===== config.mk =====
export PLATFORM = sky130hd
export DESIGN_NAME = iec103_generic_data_parser
export DESIGN_NICKNAME = d
export VERILOG_FILES = /design/src/rtl/core/gdp_pkg.sv /design/src/rtl/core/iec103_generic_data_parser.sv /design/src/rtl/core/gdp_core.sv
export SDC_FILE = /design/constraint.sdc
export NUM_CORES = 1
export LEC_CHECK = 0
export ABC_AREA = 1
export BUFFER_PORTS_ARGS = -buffer_cell sky130_fd_sc_hd__buf_2
export CAP_MARGIN = 20
export CORE_ASPECT_RATIO = 0.7
export CORE_MARGIN = 2
export CORE_UTILIZATION = 40
export DETAILED_ROUTE_END_ITERATION = 8
export GPL_ROUTABILITY_DRIVEN = 0
export GPL_TIMING_DRIVEN = 0
export HOLD_SLACK_MARGIN = 0.03
export PLACE_DENSITY_LB_ADDON = 0.15
export SLEW_MARGIN = 40
export SYNTH_ARGS = -nofsm -noshare
export SYNTH_HDL_FRONTEND = slang
export SYNTH_SLANG_ARGS = --single-unit

===== constraint.sdc =====
create_clock -name clk -period 4.8 [get_ports clk]
set_clock_uncertainty 0.05 [all_clocks]
set_input_delay 0.96 -clock clk [delete_from_list [all_inputs] [get_ports clk]]
set_output_delay 0.96 -clock clk [all_outputs]
set_load 0.01 [all_outputs]

===== src/rtl/core/gdp_pkg.sv =====
// Shared types, codes and the element length table of the generic data parser.
package gdp_pkg;

  localparam int unsigned OutDataW = 40;

  localparam logic [3:0] K_INF    = 4'd0;
  localparam logic [3:0] K_RII    = 4'd1;
  localparam logic [3:0] K_NGD    = 4'd2;
  localparam logic [3:0] K_GROUP  = 4'd3;
  localparam logic [3:0] K_ENTRY  = 4'd4;
  localparam logic [3:0] K_KOD    = 4'd5;
  localparam logic [3:0] K_TYPE   = 4'd6;
  localparam logic [3:0] K_WIDTH  = 4'd7;
  localparam logic [3:0] K_NUMBER = 4'd8;
  localparam logic [3:0] K_ELEM   = 4'd9;
  localparam logic [3:0] K_TRAIL  = 4'd10;
  localparam logic [3:0] K_ERR    = 4'd11;

  localparam logic [2:0] ST_BUSY    = 3'd0;
  localparam logic [2:0] ST_OK      = 3'd1;
  localparam logic [2:0] ST_UNKNOWN = 3'd2;
  localparam logic [2:0] ST_WIDTH   = 3'd3;
  localparam logic [2:0] ST_TRUNC   = 3'd4;

  localparam logic [5:0] SetMask  = 6'h3f;
  localparam logic [6:0] NumMask  = 7'h7f;
  localparam logic [7:0] TypeBits = 8'd2;

  typedef enum logic [11:0] {
    PH_INF    = 12'b0000_0000_0001,
    PH_RII    = 12'b0000_0000_0010,
    PH_NGD    = 12'b0000_0000_0100,
    PH_GROUP  = 12'b0000_0000_1000,
    PH_ENTRY  = 12'b0000_0001_0000,
    PH_KOD    = 12'b0000_0010_0000,
    PH_TYPE   = 12'b0000_0100_0000,
    PH_WIDTH  = 12'b0000_1000_0000,
    PH_NUMBER = 12'b0001_0000_0000,
    PH_ELEM   = 12'b0010_0000_0000,
    PH_TRAIL  = 12'b0100_0000_0000,
    PH_ERR    = 12'b1000_0000_0000
  } phase_t;

  typedef struct packed {
    logic [3:0]  field_kind;
    logic [5:0]  set_index;
    logic [11:0] element_index;
    logic [7:0]  byte_index;
    logic        element_end;
    logic [2:0]  status;
    logic        last;
  } result_t;

  typedef struct packed {
    logic [7:0] length;
    logic [2:0] err;
  } type_info_t;

  function automatic type_info_t type_length(logic [7:0] t, logic [7:0] w);
    type_info_t ti;
    ti.err    = ST_BUSY;
    ti.length = 8'd0;
    case (t)
      8'd1, 8'd3, 8'd4: ti.length = w;
      8'd2, 8'd9, 8'd10, 8'd11: ti.length = 8'd1;
      8'd7: begin
        ti.length = 8'd4;
        if (w != 8'd4) ti.err = ST_WIDTH;
      end
      8'd12: begin
        ti.length = 8'd2;
        if (w != 8'd2) ti.err = ST_WIDTH;
      end
      8'd18: begin
        ti.length = 8'd6;
        if (w != 8'd6) ti.err = ST_WIDTH;
      end
      8'd19: ti.length = 8'd10;
      8'd201: ti.length = 8'd5;
      default: ti.err = ST_UNKNOWN;
    endcase
    return ti;
  endfunction

endpackage


===== src/rtl/core/iec103_generic_data_parser.sv =====
// Top level of the generic data parser: input register, parse core and result register.
//
// The input channel carries one byte of a generic-data information body per request,
// with in_tlast set on the last byte of the body. For every accepted request the block
// returns exactly one result request on the output channel that tags the byte with its
// role (INF, RII, NGD, set header fields, element bytes, trailing or ignored after an
// error), its set, element and byte position, and a status. out_tlast echoes in_tlast,
// and the status of that final result tells whether the body ended legally.
// A request is taken into an input register and tagged by the parse core on the way to the
// result register; with the result register free, the tagged result moves from the input
// register into the result register and is shown on the output from there.
// One byte per cycle is taken while out_tready is high; the state updates once per byte.
// Reset empties both registers and returns the parser to expecting an INF byte; the
// parser also returns to that state after every byte marked with in_tlast.
// When the receiver holds out_tready low, the result register keeps its request, the
// input register fills, and in_tready falls until the result is taken.
module iec103_generic_data_parser
  import gdp_pkg::*;
(
  input  logic                clk,
  input  logic                rst_n,
  input  logic                in_tvalid,
  output logic                in_tready,
  input  logic [7:0]          in_tdata,   // data_byte
  input  logic                in_tlast,   // end_of_body
  output logic                out_tvalid,
  input  logic                out_tready,
  output logic [OutDataW-1:0] out_tdata,  // field_kind, set_index, element_index,
                                          // byte_index, element_end, status, zero fill
  output logic                out_tlast   // last
);

  logic       in_valid_r;
  logic [7:0] in_byte_r;
  logic       in_last_r;
  logic       out_valid_r;
  result_t    out_res_r;
  result_t    res;
  logic       move;

  assign move      = in_valid_r && (!out_valid_r || out_tready);
  assign in_tready = !in_valid_r || move;

  always_ff @(posedge clk) begin
    if (!rst_n) begin
      in_valid_r <= 1'b0;
    end else if (in_tready) begin
      in_valid_r <= in_tvalid;
    end
  end

  always_ff @(posedge clk) begin
    if (in_tready && in_tvalid) begin
      in_byte_r <= in_tdata;
      in_last_r <= in_tlast;
    end
  end

  gdp_core u_core (
    .clk         (clk),
    .rst_n       (rst_n),
    .step        (move),
    .data_byte   (in_byte_r),
    .end_of_body (in_last_r),
    .res         (res)
  );

  always_ff @(posedge clk) begin
    if (!rst_n) begin
      out_valid_r <= 1'b0;
    end else if (move) begin
      out_valid_r <= 1'b1;
    end else if (out_tready) begin
      out_valid_r <= 1'b0;
    end
  end

  always_ff @(posedge clk) begin
    if (move) begin
      out_res_r <= res;
    end
  end

  assign out_tvalid = out_valid_r;
  assign out_tdata  = {6'd0, out_res_r.status, out_res_r.element_end, out_res_r.byte_index,
                       out_res_r.element_index, out_res_r.set_index, out_res_r.field_kind};
  assign out_tlast  = out_res_r.last;

endmodule


===== src/rtl/core/gdp_core.sv =====
// Parse state registers and the per-byte tagging logic of the generic data parser.
module gdp_core
  import gdp_pkg::*;
(
  input  logic       clk,
  input  logic       rst_n,
  input  logic       step,
  input  logic [7:0] data_byte,
  input  logic       end_of_body,
  output result_t    res
);

  phase_t      phase_r, phase_nxt;
  logic [5:0]  sets_total_r, sets_total_nxt;
  logic [5:0]  set_count_r, set_count_nxt;
  logic [7:0]  gdd_type_r, gdd_type_nxt;
  logic [7:0]  gdd_width_r, gdd_width_nxt;
  logic [11:0] elements_total_r, elements_total_nxt;
  logic [11:0] element_count_r, element_count_nxt;
  logic [7:0]  element_length_r, element_length_nxt;
  logic [7:0]  byte_count_r, byte_count_nxt;
  logic [2:0]  error_code_r, error_code_nxt;

  type_info_t  ti;
  logic [6:0]  num;
  logic [14:0] bits;
  logic [14:0] bits_up;
  logic [11:0] n_elems;
  logic [5:0]  set_inc;
  logic [7:0]  byte_inc;
  logic [11:0] elem_inc;
  logic        legal;
  logic [2:0]  status;

  assign ti       = type_length(gdd_type_r, gdd_width_r);
  assign num      = data_byte[6:0] & NumMask;
  assign bits     = {7'd0, gdd_width_r} * {8'd0, num};
  assign bits_up  = bits + 15'd7;
  assign set_inc  = (set_count_r + 6'd1) & SetMask;
  assign byte_inc = byte_count_r + 8'd1;
  assign elem_inc = element_count_r + 12'd1;

  always_comb begin
    if (gdd_type_r == TypeBits) begin
      if (bits == 15'd0) n_elems = 12'd1;
      else n_elems = bits_up[14:3];
    end else begin
      n_elems = {5'd0, num};
    end
  end

  always_comb begin
    phase_nxt          = phase_r;
    sets_total_nxt     = sets_total_r;
    set_count_nxt      = set_count_r;
    gdd_type_nxt       = gdd_type_r;
    gdd_width_nxt      = gdd_width_r;
    elements_total_nxt = elements_total_r;
    element_count_nxt  = element_count_r;
    element_length_nxt = element_length_r;
    byte_count_nxt     = byte_count_r;
    error_code_nxt     = error_code_r;
    res                = '0;
    status             = ST_BUSY;
    legal              = 1'b0;

    unique case (phase_r)
      PH_INF: begin
        res.field_kind = K_INF;
        phase_nxt      = PH_RII;
      end
      PH_RII: begin
        res.field_kind = K_RII;
        legal          = 1'b1;
        phase_nxt      = PH_NGD;
      end
      PH_NGD: begin
        res.field_kind = K_NGD;
        sets_total_nxt = data_byte[5:0] & SetMask;
        set_count_nxt  = 6'd0;
        if (data_byte[5:0] == 6'd0) begin
          phase_nxt = PH_TRAIL;
          legal     = 1'b1;
        end else begin
          phase_nxt = PH_GROUP;
        end
      end
      PH_GROUP: begin
        res.field_kind = K_GROUP;
        res.set_index  = set_count_r;
        phase_nxt      = PH_ENTRY;
      end
      PH_ENTRY: begin
        res.field_kind = K_ENTRY;
        res.set_index  = set_count_r;
        phase_nxt      = PH_KOD;
      end
      PH_KOD: begin
        res.field_kind = K_KOD;
        res.set_index  = set_count_r;
        legal          = 1'b1;
        phase_nxt      = PH_TYPE;
      end
      PH_TYPE: begin
        res.field_kind = K_TYPE;
        res.set_index  = set_count_r;
        gdd_type_nxt   = data_byte;
        phase_nxt      = PH_WIDTH;
      end
      PH_WIDTH: begin
        res.field_kind = K_WIDTH;
        res.set_index  = set_count_r;
        gdd_width_nxt  = data_byte;
        phase_nxt      = PH_NUMBER;
      end
      PH_NUMBER: begin
        res.field_kind     = K_NUMBER;
        res.set_index      = set_count_r;
        element_length_nxt = ti.length;
        elements_total_nxt = n_elems;
        element_count_nxt  = 12'd0;
        byte_count_nxt     = 8'd0;
        if (n_elems != 12'd0 && ti.err != ST_BUSY) begin
          error_code_nxt = ti.err;
          status         = ti.err;
          phase_nxt      = PH_ERR;
        end else if (n_elems == 12'd0 || ti.length == 8'd0) begin
          set_count_nxt = set_inc;
          if (set_inc == sets_total_r) begin
            phase_nxt = PH_TRAIL;
            legal     = 1'b1;
          end else begin
            phase_nxt = PH_GROUP;
          end
        end else begin
          phase_nxt = PH_ELEM;
        end
      end
      PH_ELEM: begin
        res.field_kind    = K_ELEM;
        res.set_index     = set_count_r;
        res.element_index = element_count_r;
        res.byte_index    = byte_count_r;
        byte_count_nxt    = byte_inc;
        if (byte_inc == element_length_r) begin
          res.element_end   = 1'b1;
          byte_count_nxt    = 8'd0;
          element_count_nxt = elem_inc;
          if (elem_inc == elements_total_r) begin
            set_count_nxt = set_inc;
            if (set_inc == sets_total_r) begin
              phase_nxt = PH_TRAIL;
              legal     = 1'b1;
            end else begin
              phase_nxt = PH_GROUP;
            end
          end
        end
      end
      PH_TRAIL: begin
        res.field_kind = K_TRAIL;
        legal          = 1'b1;
      end
      PH_ERR: begin
        res.field_kind = K_ERR;
        status         = error_code_r;
      end
      default: begin
        res.field_kind = K_ERR;
        status         = error_code_r;
      end
    endcase

    if (end_of_body && status == ST_BUSY) begin
      status = legal ? ST_OK : ST_TRUNC;
    end
    res.status = status;
    res.last   = end_of_body;

    // The byte that closes a body returns every counter to its reset value.
    if (end_of_body) begin
      phase_nxt          = PH_INF;
      sets_total_nxt     = 6'd0;
      set_count_nxt      = 6'd0;
      gdd_type_nxt       = 8'd0;
      gdd_width_nxt      = 8'd0;
      elements_total_nxt = 12'd0;
      element_count_nxt  = 12'd0;
      element_length_nxt = 8'd0;
      byte_count_nxt     = 8'd0;
      error_code_nxt     = ST_BUSY;
    end
  end

  always_ff @(posedge clk) begin
    if (!rst_n) begin
      phase_r          <= PH_INF;
      sets_total_r     <= 6'd0;
      set_count_r      <= 6'd0;
      gdd_type_r       <= 8'd0;
      gdd_width_r      <= 8'd0;
      elements_total_r <= 12'd0;
      element_count_r  <= 12'd0;
      element_length_r <= 8'd0;
      byte_count_r     <= 8'd0;
      error_code_r     <= ST_BUSY;
    end else if (step) begin
      phase_r          <= phase_nxt;
      sets_total_r     <= sets_total_nxt;
      set_count_r      <= set_count_nxt;
      gdd_type_r       <= gdd_type_nxt;
      gdd_width_r      <= gdd_width_nxt;
      elements_total_r <= elements_total_nxt;
      element_count_r  <= element_count_nxt;
      element_length_r <= element_length_nxt;
      byte_count_r     <= byte_count_nxt;
      error_code_r     <= error_code_nxt;
    end
  end

endmodule

# [After elaboration in Yosys (flattened, before gate mapping)]
# Cells that the tools add are included.
[totals] elab_cells=154 regBits=129 out_inout_bits=43 input_bits=13
[classes] n_addsub=4 muxes=55 mul=1 eq_ne=33 reduce_logical=40
[op_table] operator="$mux W12" count=11
[op_table] operator="$pmux W12 S10" count=1
[op_table] operator="$mux W8" count=8
[op_table] operator="$pmux W8 S7" count=1
[op_table] operator="$pmux W4 S11" count=1
[op_table] operator="$mux W6" count=7
[op_table] operator="$eq A8 B4 Y1 const B" count=4
[op_table] operator="$pmux W12 S2" count=1
[op_table] operator="$mux W11" count=2
[op_table] operator="$mux W3" count=6
[op_table] operator="$pmux W6 S3" count=1
[op_table] operator="$eq A8 B2 Y1 const B" count=2
[op_table] operator="$eq A8 B3 Y1 const B" count=2
[op_table] operator="$eq A8 B5 Y1 const B" count=2
[op_table] operator="$ne A8 B3 Y1 const B" count=2
[op_table] operator="$pmux W8 S2" count=1
[op_table] operator="$add A15 B3 Y15 const B" count=1
[op_table] operator="$logic_not A15 Y1" count=1
[op_table] operator="$mul A8 B7 Y15" count=1
[op_table] operator="$add A12 B1 Y12 const B" count=1
[op_table] operator="$eq A12 B1 Y1 const B" count=1
[op_table] operator="$eq A12 B10 Y1 const B" count=1
[op_table] operator="$eq A12 B11 Y1 const B" count=1
[op_table] operator="$eq A12 B12 Y1" count=1
[op_table] operator="other kinds (43)" count=73

# [Logic depth before layout (Yosys ltp)]
[depth] word_depth=11 depth_mapped=33 depth_no_buf=32

# [By module]
# Synthesis repeated with hierarchy kept, for this count alone.
[hier_totals] hier_cells=1193 area_unflattened_um2=8804.7
[by_module_without_submodules] module="gdp_core" area_per_inst_um2=7339.5 seq_area_each_um2=1641.6 cells_each=1129 instances=1
[by_module_without_submodules] module="iec103_generic_data_parser" area_per_inst_um2=1465.2 seq_area_each_um2=1361.3 cells_each=64 instances=1

# [Least setup slack after synthesis]
# Ideal clock, no wire load.
[synth_path] path_kind="flip-flop to flip-flop" from="register u_core.gdd_width_r[0]" to="register out_res_r, in the netlist out_tdata[33], data pin" required_time_ns=4.497 path_buffers=1 synth_period_minus_slack_ns=5.024 arrival_time_ns=4.721 path_stages_with_launch=27 setup_time_ns=0.253 slack_ns=-0.224 cell_sequence="dfxtp_1 clkbuf_1 nand2_1 fa_1 fa_1 fa_1 inv_1 fa_1 ha_1 nand2_1 clkinv_1 nand2_1 nand2_1 nand2_1 nand3_1 nand2_1 nand2_2 nor2_2 nand4_1 a21oi_1 nor2_1 nand2_2 nand2_1 o21ai_2 nor2_2 nand2_1 nor2_1"
[synth_via] elab_chain_cells=11 word_cells_on_any_way=28 cone_classes="add/sub: 1; mul: 1; eq/ne: 3; mux: 14; reduce/logical: 9"
[synth_lines] element="from (decl)" line="gdp_core.sv:17" rtl="logic [7:0] gdd_width_r, gdd_width_nxt;"
[synth_lines] element="from (signal assigned)" line="gdp_core.sv:212" rtl="gdd_width_r <= gdd_width_nxt;"
[synth_lines] element="$mul A8 B7 Y15" line="gdp_core.sv:37" rtl="assign bits = {7'd0, gdd_width_r} * {8'd0, num};"
[synth_lines] element="$add A15 B3 Y15 or $logic_not A15 Y1 (tied branches)" line="gdp_core.sv:38, gdp_core.sv:45"
[synth_lines] element="$mux W12" line="gdp_core.sv:45" rtl="if (bits == 15'd0) n_elems = 12'd1;"
[synth_lines] element="$mux W12" line="gdp_core.sv:44" rtl="if (gdd_type_r == TypeBits) begin"
[synth_lines] element="$logic_not A12 Y1 or $reduce_bool A12 Y1 (tied branches)" line="gdp_core.sv:127, gdp_core.sv:123"
[synth_lines] element="$logic_or A1 B1 Y1 or $logic_and A1 B1 Y1 (tied branches)" line="gdp_core.sv:127, gdp_core.sv:123"
[synth_lines] element="$mux W1 or $mux W3 (tied branches)" line="gdp_core.sv:127, gdp_core.sv:123"
[synth_lines] element="$mux W1 or $pmux W3 S2 (tied branches)" line="gdp_core.sv:123, gdp_core.sv:67"
[synth_lines] element="$pmux W1 S4 or $logic_not A3 Y1 (tied branches)" line="gdp_core.sv:67, gdp_core.sv:174"
[synth_lines] element="$mux W3 or $logic_and A1 B1 Y1 (tied branches)" line="gdp_core.sv:175, gdp_core.sv:174"
[synth_lines] element="$mux W3 (*)" line="gdp_core.sv:174" rtl="if (end_of_body && status == ST_BUSY) begin"
[synth_lines] element="to (signal assigned)" line="iec103_generic_data_parser.sv:80" rtl="out_res_r <= res;"
[synth_lines] element="to (decl)" line="iec103_generic_data_parser.sv:37" rtl="result_t out_res_r;"
# Every way passes the cells marked *; elsewhere a longest branch is shown, timed or not.
# A chain may end at the register's enable or synchronous reset.

# [Worst setup path after layout]
[layout_path] from="register in_byte_r[1]" to="register u_core.set_count_r[1]"
[layout_via] elab_chain_cells=8 word_cells_on_any_way=12 cone_classes="add/sub: 1; mul: 1; eq/ne: 2; mux: 2; reduce/logical: 6"
[layout_lines] element="from (decl)" line="iec103_generic_data_parser.sv:34" rtl="logic [7:0] in_byte_r;"
[layout_lines] element="from (signal assigned)" line="iec103_generic_data_parser.sv:54" rtl="in_byte_r <= in_tdata;"
[layout_lines] element="$mul A8 B7 Y15" line="gdp_core.sv:37"
[layout_lines] element="$add A15 B3 Y15 or $logic_not A15 Y1 (tied branches)" line="gdp_core.sv:38, gdp_core.sv:45"
[layout_lines] element="$mux W12" line="gdp_core.sv:45"
[layout_lines] element="$mux W12 (*)" line="gdp_core.sv:44"
[layout_lines] element="$reduce_bool A12 Y1 or $logic_not A12 Y1 (tied branches)" line="gdp_core.sv:123, gdp_core.sv:127"
[layout_lines] element="$logic_and A1 B1 Y1 or $logic_or A1 B1 Y1 (tied branches)" line="gdp_core.sv:123, gdp_core.sv:127"
[layout_lines] element="$ne A3 B3 Y1 (no source line) or $ne A3 B2 Y1 (tied branches)"
[layout_lines] element="$reduce_and A6 Y1 (no source line) (*)"
[layout_lines] element="to (signal assigned)" line="gdp_core.sv:210" rtl="set_count_r <= set_count_nxt;"
[layout_lines] element="to (decl)" line="gdp_core.sv:15" rtl="logic [5:0] set_count_r, set_count_nxt;"
# Marks and branches as above.

==> impl_metrics.csv <==
group,metric,value,unit
logic_synthesis,synth_area,8960,um2
sta,fmax,200,MHz
logic_synthesis,synth_top_area_cell,"dfxtp_1",
grt,grt_overflow,0,
power,seq_power_share,38.2,%
power,ir_drop,0.000239,V
power,combPwrFrac,20.6,%
grt,grt_pass1_wl,37500,um
floorplan,coreArea,21800,um2
floorplan,start_util,41.0,%
sta,slew_headroom,45.4,%
logic_synthesis,synth_area_leaders,"dfxtp_1, edfxtp_1, nand2_1",
logic_synthesis,synthCells,1220,
routing,wirelength,22700,um
routing,wire_per_inst,14.0,um
routing,antenna_left,0,
placed_design,dpl_worst_slack,-725,ps
cells_and_area,seq_area,3010,um2
placed_design,io_buffers,49,
clock_network,numCtsBuffers,17,
clock_network,clockBufferDepth,2,
logic_synthesis,ys.flop_type,"dfxtp_1",
cells_and_area,fin_nets,1401,
power,intPower,2.18,mW
logic_synthesis,ys_seq_area_share,33.5,%
critical_path,max_stage_delay,590,ps
sta,timing.final.crit_share,104,%
cells_and_area,multi_input_area,5400,um2
power,netSwitchingFraction,30.4,%
logic_synthesis,yosysWarnings,0,
grt,track_usage,19.9,%
logic_synthesis,ys_ff_latch,128,
cells_and_area,antenna_cells,0,
logic_synthesis,synth_common_cells,"nand2_1, inv_1, nor2_1",
critical_path,slowest_stage,"fa_1",
sta,rsz0062_at_grt,"true",
critical_path,endpoint_kind,"register",
power,total_power,3.13,mW
clock_network,cts_root_buffer,"clkbuf_16",
sta,setup-tns-final,-2060,ps
sta,worst_slack,-197,ps
floorplan,die_x,183,um
routing,drc_errors,0,
clock_network,clk-insertion-delay-late,430,ps
critical_path,startpoint_type,"register",
critical_path,worst_path_most_repeated_cell,"inv_2",
logic_synthesis,yosysTopAreaCellShare,18.8,%
power,p_per_area,286,nW/um2
critical_path,critPathKind,"register to register",
floorplan,fp.dieH,129,um
cells_and_area,n_fill_cell,2138,
grt,grt_pass1_vias,7362,
cells_and_area,post-route-util,50.1,%
cells_and_area,instances_no_fill,1618,
power,p_clk_share,41.2,%
min_path,hold_path.class,"register to register",
routing,vias_per_cell,4.87,
critical_path,cp_max_fo,7,
logic_synthesis,synthArstFlopShare,0,%
clock_network,cts_tree,"done",
placed_design,numPlacedInstances,1557,
clock_network,cts_max_level,4,
routing,dr.pass1.iters,6,
placed_design,hpwl,17300,um
floorplan,die_area,23600,um2
floorplan,fp-row-count,45,
critical_path,required,5070,ps
logic_synthesis,synth.most_common_cell,"nand2_1",
sta,holdWs,421,ps
outcome,violations,"setup timing",
routing,drt_iter0_drc,488,
clock_network,cts_hold_buf,0,
grt,grt_max_degree,26,
clock_network,clock_sinks,128,
logic_synthesis,synth_edf_count,44,
flow_run,maxCapViolCount,0,
cells_and_area,syn_to_final_growth,22.1,%
placed_design,placed_cell_area,9640,um2
critical_path,cp.arrival,5270,ps
power,p_switching,0.949,mW
logic_synthesis,synth_cell_types,57,
cells_and_area,post-route-cell-area,10900,um2
clock_network,cts.clk_slew.worst_paths,60,ps
logic_synthesis,syn_avg_cell_area,7.34,um2
sta,fin_crit,5000,ps
outcome,outcome,"complete, but fails checks",
power,leakagePower,5.00,nW
sta,finalSetupViolCount,15,
sta,tightest_slew,811,ps
cells_and_area,drive_above_1_share,24.1,%
sta,slew_violations,0,
sta,hold_viol,0,
routing,num_vias,7878,
floorplan,io_pins,56,
grt,grt_antenna_before_repair,0,
[final timing paths]
kind                     startpoint  slack (ps)  depth (start not counted)                      to
max                    in_byte_r[1]        -200                         30   u_core.set_count_r[1]
min          u_core.error_code_r[1]         420                          2  u_core.error_code_r[1]
max reg2reg            in_byte_r[1]        -200                         30   u_core.set_count_r[1]
min reg2reg  u_core.error_code_r[1]         420                          2  u_core.error_code_r[1]
[layer usage]
layer  part of all wire, %  wire, um  track usage [%]  vias up
met5                     0         0                0        -
met1                    54     12200             30.8     3583
met4                  0.93       210             4.24        0
met2                    40      9070             28.5      184
li1                      -         -                -     4093
met3                   5.3      1210             4.08       18
[state kept, by name, summed over array words and instances (netlist names), 8 cells and up]
name / cells
u_core.element_count_r: 12
u_core.phase_r: 12
u_core.gdd_width_r: 8
u_core.byte_count_r: 8
out_tdata: 34
u_core.element_length_r: 8
u_core.elements_total_r: 12
in_byte_r: 8
u_core.gdd_type_r: 8
[kinds of logic after synthesis]
kind of cell / synth area share (%)
compound gates: 8.46
xor+xnor: 2.54
fa+ha+maj: 11.5
buf+inv: 11.0
flops: 33.5
other cells: 0.0419
simple gates: 33.0
[worst max-delay path: cells and delay by family (launching register included)]
family	cells	cell delay, ps
adder cells (fa/ha/maj)	5	2120
AND/OR/NAND/NOR	15	1390
AO/OA/AOI/OAI	2	220
flip-flops	1	470
buffers and inverters	8	610
[layout by cell type (no fill, tap or decap), types with 32 or more instances in the layout]
master and instances:
a21oi_1 53, buf_2 52, buf_4 39, dfxtp_1 80, edfxtp_1 44, inv_1 172, nand2_1 247, nand2_2 55
nand3_1 59, nor2_1 138, o21ai_0 32
[timing repair]
action,in CTS,in global routing
setup buffers,25,9
pin swaps,41,46
setup endpoints to repair,15,15
resized for setup,69,60
cloned,0,0
endpoints found under the hold margin,0,0
[power groups by stage]
stage	logic [mW]	registers [mW]	clock network, mW
after global routing	0.721	1.20	1.36
after detailed placement	0.538	1.21	0
after floorplan	0.402	1.21	0
final	0.643	1.19	1.29
after CTS	0.600	1.19	1.31
after global placement	0.534	1.21	0
[area by class of cell]
| type | count | share of cell area [%] |
|---|---|---|
| sequential | 128 | 27.5 |
| clock buffer | 17 | 3.89 |
| timing repair buffer | 83 | 4.83 |
| multi-input combinational | 856 | 49.4 |
| buffer | 37 | 2.77 |
| tap | 282 | 3.23 |
| clock inverter | 15 | 1.44 |
| inverter | 200 | 6.93 |
No activity file was read; power rests on OpenSTA's default activity.
